**src/rtl/tac_pkg.sv**
```systemverilog
`default_nettype none

package tac_pkg;

  localparam int unsigned SAMPLE_W   = 16;
  localparam int unsigned SCALE_W    = 17;
  localparam int unsigned OFFSET_W   = 17;
  localparam int unsigned OUT_W      = 32;
  localparam int unsigned MAG_W      = 32;
  localparam int unsigned DIV_W      = 11;
  localparam int unsigned SCOUNT_W   = 11;
  localparam int unsigned CFG_IDX_W  = 3;
  localparam int unsigned CFG_DATA_W = 17;
  localparam int unsigned CNT_LIMIT  = 2047;

  typedef logic [CFG_IDX_W-1:0] cfg_idx_t;

  localparam cfg_idx_t REG_SAMPLE_COUNT     = 3'd0;
  localparam cfg_idx_t REG_IS_ACCELEROMETER = 3'd1;
  localparam cfg_idx_t REG_CORRECTION_MODE  = 3'd2;
  localparam cfg_idx_t REG_SCALE_X          = 3'd3;
  localparam cfg_idx_t REG_SCALE_Y          = 3'd4;
  localparam cfg_idx_t REG_SCALE_Z          = 3'd5;
  localparam cfg_idx_t REG_LOADED_VALID     = 3'd6;

  localparam logic [SCOUNT_W-1:0]       SAMPLE_COUNT_RST = 11'd64;
  localparam logic signed [SCALE_W-1:0] SCALE_RST        = 17'sd1000;
  localparam logic signed [OUT_W-1:0]   ONE_G_MG         = 32'sd1000;
  localparam logic [DIV_W-1:0]          PER_MILLE        = 11'd1000;

  typedef enum logic [1:0] {
    STATUS_APPLIED  = 2'd0,
    STATUS_UNCAL    = 2'd1,
    STATUS_CAL_DONE = 2'd2,
    STATUS_CAL_FAIL = 2'd3
  } status_e;

  typedef enum logic [2:0] {
    S_IDLE,
    S_DECODE,
    S_MUL_GO,
    S_MUL_WAIT,
    S_DIV_GO,
    S_DIV_WAIT,
    S_RESULT
  } state_e;

endpackage

`default_nettype wire

```
**src/rtl/tac_if.sv**
```systemverilog
`default_nettype none

interface tac_in_if;
  logic        valid;
  logic        ready;
  logic        mode;
  logic        sample_ok;
  logic signed [15:0] sample_x;
  logic signed [15:0] sample_y;
  logic signed [15:0] sample_z;

  modport source (output valid, mode, sample_ok, sample_x, sample_y, sample_z, input ready);
  modport sink   (input valid, mode, sample_ok, sample_x, sample_y, sample_z, output ready);
endinterface

interface tac_out_if;
  logic        valid;
  logic        ready;
  logic [1:0]  status;
  logic signed [31:0] out_x;
  logic signed [31:0] out_y;
  logic signed [31:0] out_z;

  modport source (output valid, status, out_x, out_y, out_z, input ready);
  modport sink   (input valid, status, out_x, out_y, out_z, output ready);
endinterface

interface tac_cfg_if;
  logic        valid;
  logic        ready;
  logic [2:0]  index;
  logic [16:0] data;

  modport source (output valid, index, data, input ready);
  modport sink   (input valid, index, data, output ready);
endinterface

`default_nettype wire

```
**src/rtl/tac_accum.sv**
```systemverilog
`default_nettype none

module tac_accum #(
  parameter int unsigned CNT_W = 11,
  parameter int unsigned SUM_W = 27
) (
  input  wire logic                              clk_i,
  input  wire logic                              rst_ni,
  input  wire logic                              add_i,
  input  wire logic                              ok_i,
  input  wire logic signed [tac_pkg::SAMPLE_W-1:0] sample_i [3],
  input  wire logic                              clr_i,
  output logic signed [SUM_W-1:0]                sum_o [3],
  output logic [CNT_W-1:0]                       taken_o,
  output logic [CNT_W-1:0]                       good_o
);

  logic signed [SUM_W-1:0] sum_q [3];
  logic [CNT_W-1:0]        taken_q;
  logic [CNT_W-1:0]        good_q;

  always_ff @(posedge clk_i or negedge rst_ni) begin
    if (!rst_ni) begin
      for (int i = 0; i < 3; i++) begin
        sum_q[i] <= '0;
      end
      taken_q <= '0;
      good_q  <= '0;
    end else if (clr_i) begin
      for (int i = 0; i < 3; i++) begin
        sum_q[i] <= '0;
      end
      taken_q <= '0;
      good_q  <= '0;
    end else if (add_i) begin
      taken_q <= taken_q + 1'b1;
      if (ok_i) begin
        for (int i = 0; i < 3; i++) begin
          sum_q[i] <= sum_q[i] + SUM_W'(sample_i[i]);
        end
        good_q <= good_q + 1'b1;
      end
    end
  end

  assign sum_o   = sum_q;
  assign taken_o = taken_q;
  assign good_o  = good_q;

endmodule

`default_nettype wire

```
**src/rtl/tac_sermul.sv**
```systemverilog
`default_nettype none

module tac_sermul (
  input  wire logic                         clk_i,
  input  wire logic                         rst_ni,
  input  wire logic                         start_i,
  input  wire logic [tac_pkg::SCALE_W-1:0]  a_i,
  input  wire logic [tac_pkg::SCALE_W-1:0]  b_i,
  output logic                              done_o,
  output logic [tac_pkg::MAG_W-1:0]         product_o
);

  localparam int unsigned OP_W  = tac_pkg::SCALE_W;
  localparam int unsigned CNT_W = $clog2(OP_W + 1);

  logic [OP_W-1:0]   a_q;
  logic [2*OP_W-1:0] p_q;
  logic [2*OP_W-1:0] p_d;
  logic [OP_W:0]     upper;
  logic [CNT_W-1:0]  cnt_q;
  logic              done_q;

  // One multiplier bit per cycle: add the multiplicand to the upper half, then shift right.
  always_comb begin
    upper = {1'b0, p_q[2*OP_W-1:OP_W]} + (p_q[0] ? {1'b0, a_q} : '0);
    p_d   = {upper, p_q[OP_W-1:1]};
  end

  always_ff @(posedge clk_i or negedge rst_ni) begin
    if (!rst_ni) begin
      cnt_q  <= '0;
      done_q <= 1'b0;
    end else begin
      done_q <= (cnt_q == CNT_W'(1));
      if (start_i) begin
        cnt_q <= CNT_W'(OP_W);
      end else if (cnt_q != '0) begin
        cnt_q <= cnt_q - 1'b1;
      end
    end
  end

  always_ff @(posedge clk_i) begin
    if (start_i) begin
      a_q <= a_i;
      p_q <= {{OP_W{1'b0}}, b_i};
    end else if (cnt_q != '0) begin
      p_q <= p_d;
    end
  end

  assign done_o    = done_q;
  assign product_o = p_q[tac_pkg::MAG_W-1:0];

endmodule

`default_nettype wire

```
**src/rtl/tac_serdiv.sv**
```systemverilog
`default_nettype none

module tac_serdiv (
  input  wire logic                          clk_i,
  input  wire logic                          rst_ni,
  input  wire logic                          start_i,
  input  wire logic [tac_pkg::MAG_W-1:0]     mag_i,
  input  wire logic                          neg_i,
  input  wire logic [tac_pkg::DIV_W-1:0]     den_i,
  output logic                               done_o,
  output logic signed [tac_pkg::MAG_W-1:0]   quot_o
);

  localparam int unsigned MAG_W = tac_pkg::MAG_W;
  localparam int unsigned DEN_W = tac_pkg::DIV_W;
  localparam int unsigned CNT_W = $clog2(MAG_W + 1);

  logic [MAG_W-1:0] q_q;
  logic [DEN_W-1:0] rem_q;
  logic [DEN_W-1:0] den_q;
  logic             neg_q;
  logic [CNT_W-1:0] cnt_q;
  logic             done_q;
  logic [DEN_W:0]   rem_sh;
  logic [DEN_W:0]   diff;
  logic             ge;

  // Restoring division, one quotient bit per cycle.
  always_comb begin
    rem_sh = {rem_q, q_q[MAG_W-1]};
    diff   = rem_sh - {1'b0, den_q};
    ge     = !diff[DEN_W];
  end

  always_ff @(posedge clk_i or negedge rst_ni) begin
    if (!rst_ni) begin
      cnt_q  <= '0;
      done_q <= 1'b0;
    end else begin
      done_q <= (cnt_q == CNT_W'(1));
      if (start_i) begin
        cnt_q <= CNT_W'(MAG_W);
      end else if (cnt_q != '0) begin
        cnt_q <= cnt_q - 1'b1;
      end
    end
  end

  always_ff @(posedge clk_i) begin
    if (start_i) begin
      q_q   <= mag_i;
      rem_q <= '0;
      den_q <= den_i;
      neg_q <= neg_i;
    end else if (cnt_q != '0) begin
      q_q   <= {q_q[MAG_W-2:0], ge};
      rem_q <= ge ? diff[DEN_W-1:0] : rem_sh[DEN_W-1:0];
    end
  end

  assign done_o = done_q;
  assign quot_o = neg_q ? (MAG_W'(0) - q_q) : q_q;

endmodule

`default_nettype wire

```
**src/rtl/three_axis_offset_calibrator.sv**
```systemverilog
`default_nettype none

// Three-axis offset and scale calibrator.
// Samples arrive on in_ch, results leave on out_ch, and registers are written on cfg_ch,
// which is always ready and should be written only while the block is idle.
// A calibration sample (mode 0) is counted and, if ok, summed; the sample that completes a
// run produces one result with the new offsets (status 2) or a failure (status 3).
// An apply sample (mode 1) always produces one result: the sample unchanged (status 1),
// the sample minus the stored offsets, or the sample scaled per mille (status 0).
// One item is in flight at a time. A calibration sample that does not end a run passes
// through the decode state back to idle, an unchanged or offset-corrected sample through
// decode and result to the output register. The end of a run uses three divisions, one
// per axis, in one shared bit-serial divider. A scaled sample takes per axis a
// bit-serial multiply followed by a division by 1000.
// The output register holds a finished result while the receiver stalls; the next
// sample is still taken and worked on, and its result waits until the register frees.
// Reset clears the run, the offsets and the calibrated flag and loads the register
// defaults; no clearing pass is needed.
module three_axis_offset_calibrator #(
  parameter int unsigned MAX_SAMPLES = 1024
) (
  input  wire logic  clk_i,
  input  wire logic  rst_ni,
  tac_in_if.sink     in_ch,
  tac_out_if.source  out_ch,
  tac_cfg_if.sink    cfg_ch
);

  localparam int unsigned SAMPLE_W = tac_pkg::SAMPLE_W;
  localparam int unsigned SCALE_W  = tac_pkg::SCALE_W;
  localparam int unsigned OFFSET_W = tac_pkg::OFFSET_W;
  localparam int unsigned OUT_W    = tac_pkg::OUT_W;
  localparam int unsigned MAG_W    = tac_pkg::MAG_W;
  localparam int unsigned DIV_W    = tac_pkg::DIV_W;
  localparam int unsigned SCOUNT_W = tac_pkg::SCOUNT_W;
  localparam int unsigned NMAX     =
      (MAX_SAMPLES < tac_pkg::CNT_LIMIT) ? MAX_SAMPLES : tac_pkg::CNT_LIMIT;
  localparam int unsigned CNT_W    = $clog2(NMAX + 1);
  localparam int unsigned SUM_W    = SAMPLE_W + CNT_W;

  localparam logic [1:0] AXIS_X = 2'd0;
  localparam logic [1:0] AXIS_Z = 2'd2;

  // Configuration registers.
  logic [SCOUNT_W-1:0]       sample_count_q;
  logic                      is_accel_q;
  logic                      corr_mode_q;
  logic signed [SCALE_W-1:0] scale_q [3];
  logic                      loaded_valid_q;

  // Calibration state.
  logic signed [OFFSET_W-1:0] offset_q [3];
  logic                       calibrated_q;

  // Item in flight and result.
  tac_pkg::state_e            state_q, state_d;
  logic                       mode_q;
  logic signed [SAMPLE_W-1:0] sample_q [3];
  logic [1:0]                 axis_q;
  tac_pkg::status_e           status_q;
  logic signed [OUT_W-1:0]    res_q [3];

  logic                       out_valid_q;
  logic [1:0]                 out_status_q;
  logic signed [OUT_W-1:0]    out_x_q, out_y_q, out_z_q;

  // Control strobes.
  logic in_ready, mul_start, div_start, out_load, run_clr;

  // Accumulator.
  logic signed [SAMPLE_W-1:0] in_sample [3];
  logic signed [SUM_W-1:0]    sum [3];
  logic [CNT_W-1:0]           taken_cnt, good_cnt;

  // Run decision.
  logic [CNT_W-1:0] run_len;
  logic             run_end, run_fail, cal_ok;

  // Arithmetic units.
  logic signed [SCALE_W-1:0] smp_ext;
  logic [SCALE_W-1:0]        mul_a, mul_b;
  logic                      mul_neg_q;
  logic                      mul_done;
  logic [MAG_W-1:0]          product;
  logic signed [MAG_W-1:0]   sum_ext;
  logic [MAG_W-1:0]          div_mag;
  logic                      div_neg;
  logic [DIV_W-1:0]          div_den;
  logic                      div_done;
  logic signed [MAG_W-1:0]   quot;
  logic signed [OUT_W-1:0]   z_offset;

  assign in_sample[0] = in_ch.sample_x;
  assign in_sample[1] = in_ch.sample_y;
  assign in_sample[2] = in_ch.sample_z;

  tac_accum #(
    .CNT_W (CNT_W),
    .SUM_W (SUM_W)
  ) u_accum (
    .clk_i    (clk_i),
    .rst_ni   (rst_ni),
    .add_i    (in_ch.valid && in_ready && !in_ch.mode),
    .ok_i     (in_ch.sample_ok),
    .sample_i (in_sample),
    .clr_i    (run_clr),
    .sum_o    (sum),
    .taken_o  (taken_cnt),
    .good_o   (good_cnt)
  );

  always_comb begin
    if (sample_count_q == '0) begin
      run_len = CNT_W'(1);
    end else if (32'(sample_count_q) > NMAX) begin
      run_len = CNT_W'(NMAX);
    end else begin
      run_len = CNT_W'(sample_count_q);
    end
  end

  assign run_end  = (taken_cnt >= run_len);
  assign run_fail = (good_cnt == '0) || (good_cnt < (run_len >> 1));
  assign cal_ok   = calibrated_q || loaded_valid_q;

  // Operands for the current axis.
  assign smp_ext = SCALE_W'(sample_q[axis_q]);
  assign mul_a   = smp_ext[SCALE_W-1] ? (~smp_ext + 1'b1) : smp_ext;
  assign mul_b   = scale_q[axis_q][SCALE_W-1] ? (~scale_q[axis_q] + 1'b1) : scale_q[axis_q];
  assign sum_ext = MAG_W'(sum[axis_q]);

  always_comb begin
    if (!mode_q) begin
      div_mag = sum_ext[MAG_W-1] ? (~sum_ext + 1'b1) : sum_ext;
      div_neg = sum_ext[MAG_W-1];
      div_den = DIV_W'(good_cnt);
    end else begin
      div_mag = product;
      div_neg = mul_neg_q;
      div_den = tac_pkg::PER_MILLE;
    end
  end

  tac_sermul u_mul (
    .clk_i     (clk_i),
    .rst_ni    (rst_ni),
    .start_i   (mul_start),
    .a_i       (mul_a),
    .b_i       (mul_b),
    .done_o    (mul_done),
    .product_o (product)
  );

  tac_serdiv u_div (
    .clk_i   (clk_i),
    .rst_ni  (rst_ni),
    .start_i (div_start),
    .mag_i   (div_mag),
    .neg_i   (div_neg),
    .den_i   (div_den),
    .done_o  (div_done),
    .quot_o  (quot)
  );

  assign z_offset = quot - (is_accel_q ? tac_pkg::ONE_G_MG : '0);

  // Next state.
  always_comb begin
    state_d = state_q;
    unique case (state_q)
      tac_pkg::S_IDLE: begin
        if (in_ch.valid) begin
          state_d = tac_pkg::S_DECODE;
        end
      end
      tac_pkg::S_DECODE: begin
        if (!mode_q) begin
          if (!run_end) begin
            state_d = tac_pkg::S_IDLE;
          end else if (run_fail) begin
            state_d = tac_pkg::S_RESULT;
          end else begin
            state_d = tac_pkg::S_DIV_GO;
          end
        end else if (!cal_ok || !corr_mode_q) begin
          state_d = tac_pkg::S_RESULT;
        end else begin
          state_d = tac_pkg::S_MUL_GO;
        end
      end
      tac_pkg::S_MUL_GO: state_d = tac_pkg::S_MUL_WAIT;
      tac_pkg::S_MUL_WAIT: begin
        if (mul_done) begin
          state_d = tac_pkg::S_DIV_GO;
        end
      end
      tac_pkg::S_DIV_GO: state_d = tac_pkg::S_DIV_WAIT;
      tac_pkg::S_DIV_WAIT: begin
        if (div_done) begin
          if (axis_q == AXIS_Z) begin
            state_d = tac_pkg::S_RESULT;
          end else if (!mode_q) begin
            state_d = tac_pkg::S_DIV_GO;
          end else begin
            state_d = tac_pkg::S_MUL_GO;
          end
        end
      end
      tac_pkg::S_RESULT: begin
        if (out_load) begin
          state_d = tac_pkg::S_IDLE;
        end
      end
      default: state_d = tac_pkg::S_IDLE;
    endcase
  end

  // Control outputs.
  always_comb begin
    in_ready  = (state_q == tac_pkg::S_IDLE);
    mul_start = (state_q == tac_pkg::S_MUL_GO);
    div_start = (state_q == tac_pkg::S_DIV_GO);
    out_load  = (state_q == tac_pkg::S_RESULT) && (!out_valid_q || out_ch.ready);
    run_clr   = ((state_q == tac_pkg::S_DECODE) && !mode_q && run_end && run_fail) ||
                ((state_q == tac_pkg::S_DIV_WAIT) && div_done && !mode_q &&
                 (axis_q == AXIS_Z));
  end

  always_ff @(posedge clk_i or negedge rst_ni) begin
    if (!rst_ni) begin
      state_q <= tac_pkg::S_IDLE;
    end else begin
      state_q <= state_d;
    end
  end

  // Configuration writes.
  always_ff @(posedge clk_i or negedge rst_ni) begin
    if (!rst_ni) begin
      sample_count_q <= tac_pkg::SAMPLE_COUNT_RST;
      is_accel_q     <= 1'b0;
      corr_mode_q    <= 1'b0;
      for (int i = 0; i < 3; i++) begin
        scale_q[i] <= tac_pkg::SCALE_RST;
      end
      loaded_valid_q <= 1'b0;
    end else if (cfg_ch.valid) begin
      unique case (cfg_ch.index)
        tac_pkg::REG_SAMPLE_COUNT:     sample_count_q <= cfg_ch.data[SCOUNT_W-1:0];
        tac_pkg::REG_IS_ACCELEROMETER: is_accel_q     <= cfg_ch.data[0];
        tac_pkg::REG_CORRECTION_MODE:  corr_mode_q    <= cfg_ch.data[0];
        tac_pkg::REG_SCALE_X:          scale_q[0]     <= cfg_ch.data[SCALE_W-1:0];
        tac_pkg::REG_SCALE_Y:          scale_q[1]     <= cfg_ch.data[SCALE_W-1:0];
        tac_pkg::REG_SCALE_Z:          scale_q[2]     <= cfg_ch.data[SCALE_W-1:0];
        tac_pkg::REG_LOADED_VALID:     loaded_valid_q <= cfg_ch.data[0];
        default: ;
      endcase
    end
  end

  assign cfg_ch.ready = 1'b1;

  // Control state of the item in flight and the calibration.
  always_ff @(posedge clk_i or negedge rst_ni) begin
    if (!rst_ni) begin
      axis_q       <= AXIS_X;
      calibrated_q <= 1'b0;
      for (int i = 0; i < 3; i++) begin
        offset_q[i] <= '0;
      end
      out_valid_q  <= 1'b0;
    end else begin
      if (state_q == tac_pkg::S_DECODE) begin
        axis_q <= AXIS_X;
      end else if ((state_q == tac_pkg::S_DIV_WAIT) && div_done) begin
        axis_q <= axis_q + 1'b1;
        if (!mode_q && (axis_q == AXIS_Z)) begin
          offset_q[0]  <= OFFSET_W'(res_q[0]);
          offset_q[1]  <= OFFSET_W'(res_q[1]);
          offset_q[2]  <= OFFSET_W'(z_offset);
          calibrated_q <= 1'b1;
        end
      end
      if (out_load) begin
        out_valid_q <= 1'b1;
      end else if (out_ch.ready) begin
        out_valid_q <= 1'b0;
      end
    end
  end

  // Payload registers.
  always_ff @(posedge clk_i) begin
    if (in_ch.valid && in_ready) begin
      mode_q      <= in_ch.mode;
      sample_q[0] <= in_ch.sample_x;
      sample_q[1] <= in_ch.sample_y;
      sample_q[2] <= in_ch.sample_z;
    end
    if (mul_start) begin
      mul_neg_q <= smp_ext[SCALE_W-1] ^ scale_q[axis_q][SCALE_W-1];
    end
    if (state_q == tac_pkg::S_DECODE) begin
      if (!mode_q) begin
        status_q <= run_fail ? tac_pkg::STATUS_CAL_FAIL : tac_pkg::STATUS_CAL_DONE;
        for (int i = 0; i < 3; i++) begin
          res_q[i] <= '0;
        end
      end else if (!cal_ok) begin
        status_q <= tac_pkg::STATUS_UNCAL;
        for (int i = 0; i < 3; i++) begin
          res_q[i] <= OUT_W'(sample_q[i]);
        end
      end else begin
        status_q <= tac_pkg::STATUS_APPLIED;
        for (int i = 0; i < 3; i++) begin
          res_q[i] <= OUT_W'(sample_q[i]) - OUT_W'(offset_q[i]);
        end
      end
    end else if ((state_q == tac_pkg::S_DIV_WAIT) && div_done) begin
      res_q[axis_q] <= (!mode_q && (axis_q == AXIS_Z)) ? z_offset : quot;
    end
    if (out_load) begin
      out_status_q <= status_q;
      out_x_q      <= res_q[0];
      out_y_q      <= res_q[1];
      out_z_q      <= res_q[2];
    end
  end

  assign in_ch.ready   = in_ready;
  assign out_ch.valid  = out_valid_q;
  assign out_ch.status = out_status_q;
  assign out_ch.out_x  = out_x_q;
  assign out_ch.out_y  = out_y_q;
  assign out_ch.out_z  = out_z_q;

`ifndef SYNTHESIS
  a_mul_done_in_wait: assert property (@(posedge clk_i) disable iff (!rst_ni)
    mul_done |-> (state_q == tac_pkg::S_MUL_WAIT))
    else $error("multiplier finished outside its wait state");

  a_div_done_in_wait: assert property (@(posedge clk_i) disable iff (!rst_ni)
    div_done |-> (state_q == tac_pkg::S_DIV_WAIT))
    else $error("divider finished outside its wait state");

  a_good_le_taken: assert property (@(posedge clk_i) disable iff (!rst_ni)
    good_cnt <= taken_cnt)
    else $error("good sample count exceeds taken count");

  a_out_from_result: assert property (@(posedge clk_i) disable iff (!rst_ni)
    $rose(out_valid_q) |-> ($past(state_q) == tac_pkg::S_RESULT))
    else $error("output register loaded outside the result state");
`endif

endmodule

`default_nettype wire
```
**src/flat_wrapper.sv**
```systemverilog
// flat-port wrapper written by rule: the top's interface ports become plain ports
module three_axis_offset_calibrator_flat 
#(
  parameter int unsigned MAX_SAMPLES = 1024
)
  (clk_i, rst_ni, in_ch_valid, in_ch_mode, in_ch_sample_ok, in_ch_sample_x, in_ch_sample_y, in_ch_sample_z, in_ch_ready, out_ch_valid, out_ch_status, out_ch_out_x, out_ch_out_y, out_ch_out_z, out_ch_ready, cfg_ch_valid, cfg_ch_index, cfg_ch_data, cfg_ch_ready);
  tac_in_if in_ch_i ();
  tac_out_if out_ch_i ();
  tac_cfg_if cfg_ch_i ();
  input  wire logic clk_i;
  input  wire logic rst_ni;
  input wire logic [$bits(in_ch_i.valid)-1:0] in_ch_valid;
  input wire logic [$bits(in_ch_i.mode)-1:0] in_ch_mode;
  input wire logic [$bits(in_ch_i.sample_ok)-1:0] in_ch_sample_ok;
  input wire logic [$bits(in_ch_i.sample_x)-1:0] in_ch_sample_x;
  input wire logic [$bits(in_ch_i.sample_y)-1:0] in_ch_sample_y;
  input wire logic [$bits(in_ch_i.sample_z)-1:0] in_ch_sample_z;
  output wire logic [$bits(in_ch_i.ready)-1:0] in_ch_ready;
  output wire logic [$bits(out_ch_i.valid)-1:0] out_ch_valid;
  output wire logic [$bits(out_ch_i.status)-1:0] out_ch_status;
  output wire logic [$bits(out_ch_i.out_x)-1:0] out_ch_out_x;
  output wire logic [$bits(out_ch_i.out_y)-1:0] out_ch_out_y;
  output wire logic [$bits(out_ch_i.out_z)-1:0] out_ch_out_z;
  input wire logic [$bits(out_ch_i.ready)-1:0] out_ch_ready;
  input wire logic [$bits(cfg_ch_i.valid)-1:0] cfg_ch_valid;
  input wire logic [$bits(cfg_ch_i.index)-1:0] cfg_ch_index;
  input wire logic [$bits(cfg_ch_i.data)-1:0] cfg_ch_data;
  output wire logic [$bits(cfg_ch_i.ready)-1:0] cfg_ch_ready;
  assign in_ch_i.valid = in_ch_valid;
  assign in_ch_i.mode = in_ch_mode;
  assign in_ch_i.sample_ok = in_ch_sample_ok;
  assign in_ch_i.sample_x = in_ch_sample_x;
  assign in_ch_i.sample_y = in_ch_sample_y;
  assign in_ch_i.sample_z = in_ch_sample_z;
  assign in_ch_ready = in_ch_i.ready;
  assign out_ch_valid = out_ch_i.valid;
  assign out_ch_status = out_ch_i.status;
  assign out_ch_out_x = out_ch_i.out_x;
  assign out_ch_out_y = out_ch_i.out_y;
  assign out_ch_out_z = out_ch_i.out_z;
  assign out_ch_i.ready = out_ch_ready;
  assign cfg_ch_i.valid = cfg_ch_valid;
  assign cfg_ch_i.index = cfg_ch_index;
  assign cfg_ch_i.data = cfg_ch_data;
  assign cfg_ch_ready = cfg_ch_i.ready;
  three_axis_offset_calibrator #(.MAX_SAMPLES(MAX_SAMPLES)) u_core (.clk_i(clk_i), .rst_ni(rst_ni), .in_ch(in_ch_i), .out_ch(out_ch_i), .cfg_ch(cfg_ch_i));
endmodule
```
**config.mk**
```make
export PLATFORM = sky130hd
export DESIGN_NAME = three_axis_offset_calibrator_flat
export DESIGN_NICKNAME = d
export VERILOG_FILES = /design/src/rtl/tac_pkg.sv /design/src/rtl/tac_if.sv /design/src/rtl/tac_accum.sv /design/src/rtl/tac_sermul.sv /design/src/rtl/tac_serdiv.sv /design/src/rtl/three_axis_offset_calibrator.sv /design/src/flat_wrapper.sv
export SDC_FILE = /design/constraint.sdc
export NUM_CORES = 1
export LEC_CHECK = 0
export BUFFER_PORTS_ARGS = -buffer_cell sky130_fd_sc_hd__buf_2
export CAP_MARGIN = 20
export CELL_PAD_IN_SITES_DETAIL_PLACEMENT = 0
export CELL_PAD_IN_SITES_GLOBAL_PLACEMENT = 2
export CORE_UTILIZATION = 41
export CTS_BUF_LIST = sky130_fd_sc_hd__clkbuf_16
export CTS_CLUSTER_SIZE = 12
export DETAILED_ROUTE_END_ITERATION = 8
export HOLD_SLACK_MARGIN = 0.08
export PLACE_DENSITY_LB_ADDON = 0.12
export SYNTH_ARGS = -nofsm -noshare
export SYNTH_HDL_FRONTEND = slang
export SYNTH_SLANG_ARGS = --single-unit
```
**constraint.sdc**
```tcl
create_clock -name clk_i -period 7.9 [get_ports clk_i]
set_input_delay 0.79 -clock clk_i [delete_from_list [all_inputs] [get_ports clk_i]]
set_output_delay 0.79 -clock clk_i [all_outputs]
set_load 0.01 [all_outputs]
```
# Word level (Yosys, flattened, before mapping)
# Memories as Yosys holds them, arrays and structs flattened. A register that Yosys moved wholly into a read port is not among the register bits.
# Cells that the tools add are included.
# totals
ram_bits	144
register_bits	415
output_inout_bits	101
n_memories	2
word_cells	213
# mem_list
name	words	width	rd	rd_clocked_by_memory_dff	wr	line	source
u_core.res_q	3	32	3	1	3	three_axis_offset_calibrator.sv:61	logic signed [OUT_W-1:0] res_q [3];
u_core.sample_q	3	16	4	0	3	three_axis_offset_calibrator.sv:58	logic signed [SAMPLE_W-1:0] sample_q [3];
# op_classes
addsub	18
order_cmp	4
n_mux	77
eq_ne	19
reduce_logical	44
bitwise	12
# op_table
operator	n
32-bit two-way mux	13
81-bit two-way mux	3
17-bit two-way mux	6
11-bit two-way mux	8
27-bit by 16-bit adder with 27-bit output	3
27-bit binary-select mux with 2-bit select	1
27-bit two-way mux	2
16-bit by 17-bit subtractor with 18-bit output	3
17-bit by 1-bit adder with 17-bit output, second input constant	2
17-bit binary-select mux with 2-bit select	1
17-bit NOT	2
32-bit by 1-bit adder with 32-bit output, second input constant	1
32-bit NOT	1
32-bit OR reduction	1
1-bit by 32-bit subtractor with 32-bit output, first input constant	1
32-bit subtractor	1
3-bit two-way mux	9
11-bit by 1-bit adder with 11-bit output, second input constant	2
11-bit logical NOT	2
1-bit two-way mux	22
3-bit case mux with 7 select lines	1
17-bit by 17-bit adder with 18-bit output	1
3-bit equality test, second input constant	6
2-bit AND reduction	8
other kinds (33)	74

# Longest topological paths before layout
# logic_depth
ltp_word	9
ltp_mapped	17
depth_no_buf	15

# By module
# From an unflattened synthesis, not the netlist that was laid out.
# hier_totals
cells_unflattened	3439
area_unflattened_um2	35211.3
# modules_own_cells
mod	cells_each	n_inst	area_per_inst_um2	seq_area_each_um2
three_axis_offset_calibrator	1827	1	20059.2	10488.8
tac_accum	933	1	7923.8	2577.5
tac_serdiv	362	1	3837.4	1716.6
tac_sermul	317	1	3390.8	1511.4

# Worst setup path before layout
# No wires, ideal clock.
# synth_timing
path_kind	input to register
startpoint	input port out_ch_ready
endpoint	register u_core.out_x_q[0], in the netlist u_core.out_ch.out_x[0] (read register of u_core.res_q) (enable)
path_stages	2
setup_ps	587
path_buffers	0
arrival_ps	5571
path_slack_ps	1742
path_cell_list	inv_1 a21oi_1
# synth_between
elab_chain_cells	2
# synth_lines
item	line	source
start: declaration	flat_wrapper.sv:24	input wire logic [$bits(out_ch_i.ready)-1:0] out_ch_ready;
1-bit logical OR	three_axis_offset_calibrator.sv:223	out_load = (state_q == tac_pkg::S_RESULT) && (!out_valid_q || out_ch.ready);
1-bit logical AND	three_axis_offset_calibrator.sv:223	
named net u_core.out_load	three_axis_offset_calibrator.sv:68	logic in_ready, mul_start, div_start, out_load, run_clr;
end: declaration	three_axis_offset_calibrator.sv:65	logic signed [OUT_W-1:0] out_x_q, out_y_q, out_z_q;
# The timed path passes the listed nets, and every way through them passes these cells.
# A chain may end at the register's enable or synchronous reset.

==> metrics.txt <==
maximum fanout along the worst path 5; sequential area share after synthesis about 48%; maximum VDD drop 0.147 mV; Async SR Flop Fraction between 40% and 50%; Syn. warnings 0; count of pins over their slew limit 0; Sum Neg Setup Slack 0 ns; layout cells sized above 1 between 10% and 20%; CP Launch Type register; utilization after layout 46.8%; Worst EP required roughly 8.2 ns; Power per Cell Area roughly 380 mW/mm²; hpwl dp around 75000 µm; first-pass GRT wire length 156000 µm; Worst Setup End Kind register; Primary FF master, synth edfxtp_1; status finished clean; vias in the first global route ~26000; Placed Instances about 4500; Clock Pin Slew Worst Setup and Hold Paths around 0.060 ns; worst slew pin tran around 1.2 ns; die area between 0.08 and 0.09 mm²; setup bufs post-CTS 0; largest net degree at the start of global routing between 100 and 150; Num Clock Sinks around 590; Core Rows between 100 and 150; Relative slew margins a little over a fifth; largest family of logic cells by synthesized area compound AO/OA/AOI/OAI gates; hold_ws 0.213 ns; clk_skew approximately 0.023 ns; wire length per cell about 22 µm; post-synthesis mux area share 4.85%; first-pass iteration count of the detailed router 6; fin nets about 3800; fillcell total about 7700; post-synthesis compound-gate area fraction 16.3%; Post-Syn Area per Cell slightly above 10 µm²; EDFF count, synth 324; Root Buffer clkbuf_16; Crit Path Category register to register; Num CTS Buffers 70; final non-filler cell total roughly 4600; routability cong. about 0.86; H-tree levels 3; Arrival @ worst endpoint ~4.7 ns; # hold bufs at CTS 0; Vias approximately 26000; Area Overhead vs Synth 12.9%; Final min period ~4.4 ns; RSZ-0062 raised after global routing no; Tcrit/Tclk final between 50% and 60%; Die Wd ~290 µm; Starting DRT DRC Count 1616; DR DRC count 0; CTS tree yes; Yosys cell types 82; Via-to-Cell Ratio about 5.6; clk buf depth 3; Final Hold Fails 0; register bit total from synthesis roughly 590; post-CTS resize count 0; Worst-Skew Late Latency roughly 0.61 ns; die height about 290 µm; IO Pins about 180; Max Clock Freq between 200 and 250 MHz; initial antenna violation count 1; Max Cap Viol 0; PortBufs approximately 170; setup violators final 0; Tot GR Track Use about 24%; Gate Count Post-Synth about 3400; Routed Antenna Nets 0; Overflow after GRT 0; Post-Synth Simple-Gate Area between 10 and 15%; Leak Pwr 15.7 nW; Synth Cell Area approximately 0.034 mm²; core footprint about 0.08 mm²; Initial Utilization 41.5%; Synth Area in XOR/XNOR under 10%; Synth Area in Adders approximately 8%; syn nets approximately 3700; total power approximately 15 mW; Hold Path Class input port to asynchronous set/reset pin; DRT Wirelength a little over 100000 µm; Ant. Diodes 0
## cell usage in the layout (no fill, tap or decap), types with 42 or more instances in the layout
master,n
a21o_1,66
a21oi_1,215
buf_2,173
clkbuf_16,74
dfrtp_1,218
edfxtp_1,324
ha_1,199
inv_1,132
mux2_2,72
mux2i_1,84
nand2_1,390
nand2b_1,42
nand3_1,63
nor2_1,211
nor3_1,59
o21ai_0,295
o22ai_1,84
xnor2_1,127
xor2_1,115
## synthesized netlist by cell type (19+ instances only)
library cell,number,area share [%]
or3_1,26,0.48
o31ai_1,23,0.51
o211ai_1,23,0.51
nor2_1,214,2.4
nor3_1,59,0.87
o22ai_1,84,1.5
o21a_1,30,0.66
dfstp_2,19,1.5
dfrtp_1,220,16
mux2_2,72,2.4
nand4_1,19,0.35
nand3_1,63,0.93
nand2b_1,42,0.77
and3_1,29,0.53
a21oi_1,216,3.2
buf_1,19,0.21
clkbuf_1,119,1.3
nand2_1,391,4.3
o21ai_0,295,4.3
xnor2_1,127,3.3
and2_1,32,0.59
mux2i_1,84,2.5
inv_1,121,1.3
xor2_1,115,3.0
a21o_1,66,1.5
dfxtp_1,28,1.6
or2_2,19,0.35
a211oi_1,29,0.64
ha_1,199,7.3
edfxtp_1,324,29
nor2b_1,31,0.57
## per-layer routing
metal  vias to the layer above  GRT usage [%]  routed length, µm
met5                         -              0                  0
met4                         0           7.81               2830
met3                       137           3.27               4720
met2                       603           39.5              48000
met1                     12800           32.7              46900
li1                      12600              -                  -
## state kept, by name, summed over array words and instances, names as in the netlist, 32 cells and up
signal and flops:
u_core.offset_q 51, u_core.out_ch.out_x 32, u_core.out_ch.out_y 32, u_core.out_ch.out_z 32, u_core.res_q 96, u_core.sample_q 48, u_core.scale_q 51, u_core.u_accum.sum_o 81
u_core.u_div.q_q 32, u_core.u_mul.p_q 34
## where the power goes
group / total (mW) / leakage, nW / internal, mW / switching (mW)
registers: 5.29 / 6.36 / 4.43 / 0.857
logic: 6.20 / 8.19 / 2.46 / 3.75
clock network: 3.29 / 1.19 / 1.95 / 1.33
total: 14.8 / 15.7 / 8.84 / 5.94
## worst paths after layout
path                                               start                                   end  slack (ns)  cells after the start
min                                               rst_ni       u_core.offset_q[24]$_DFFE_PN0P_        0.21                      1
max reg2reg                u_core.u_div.q_q[1]$_DFFE_PP_         u_core.res_q[0][31]$_DFFE_PP_        3.49                     14
max in group asynchronous                         rst_ni  u_core.u_accum.sum_o[49]$_DFFE_PN0P_        6.32                      2
min in group clk_i                     in_ch_sample_x[4]       u_core.sample_q[0][4]$_DFFE_PP_        0.38                      1
min reg2reg                u_core.res_q[1][21]$_DFFE_PP_     u_core.out_ch.out_y[21]$_DFFE_PP_        0.42                      0
max                        u_core.u_div.q_q[1]$_DFFE_PP_         u_core.res_q[0][31]$_DFFE_PP_        3.49                     14
## worst max-delay path, stage by stage (launching register included)
cell	delay, ns
edfxtp_1	0.41
or2_2	0.37
o41ai_1	0.32
xnor2_1	0.20
ha_1	0.31
nor2b_1	0.15
o21ai_0	0.22
a21boi_0	0.27
o31a_1	0.33
nor4b_1	0.54
nand2b_1	0.27
nor2_2	0.24
nand3_1	0.13
xnor2_1	0.25
o21ai_0	0.13
## logic make-up (layout without fill, tap and decap cells)
kind of cell	count (synthesis)	in the layout
buffers and inverters	267	465
adder cells (fa/ha/maj)	207	207
multiplexers	156	156
other	2	2
XOR/XNOR	242	242
AO/OA/AOI/OAI	911	911
flip-flops	591	591
AND/OR/NAND/NOR	1002	1002
## layout make-up
type / instances / area (µm²) / area share [%]
multi-input combinational: 2520 / 16800 / 43.7
clock buffer: 74 / 1850 / 4.82
inverter: 122 / 458 / 1.19
tap: 1070 / 1340 / 3.48
clock inverter: 52 / 449 / 1.17
sequential: 591 / 16300 / 42.4
timing repair buffer: 217 / 1240 / 3.23
## through the flow
stage	area, µm²	setup slack [ns]
after CTS	38400	3.49
after detailed placement	36100	3.51
after global placement	36100	3.49
after global routing	38400	3.10
after floorplan	34100	1.74
final	38400	3.49
(Power assumes the default switching activity.)
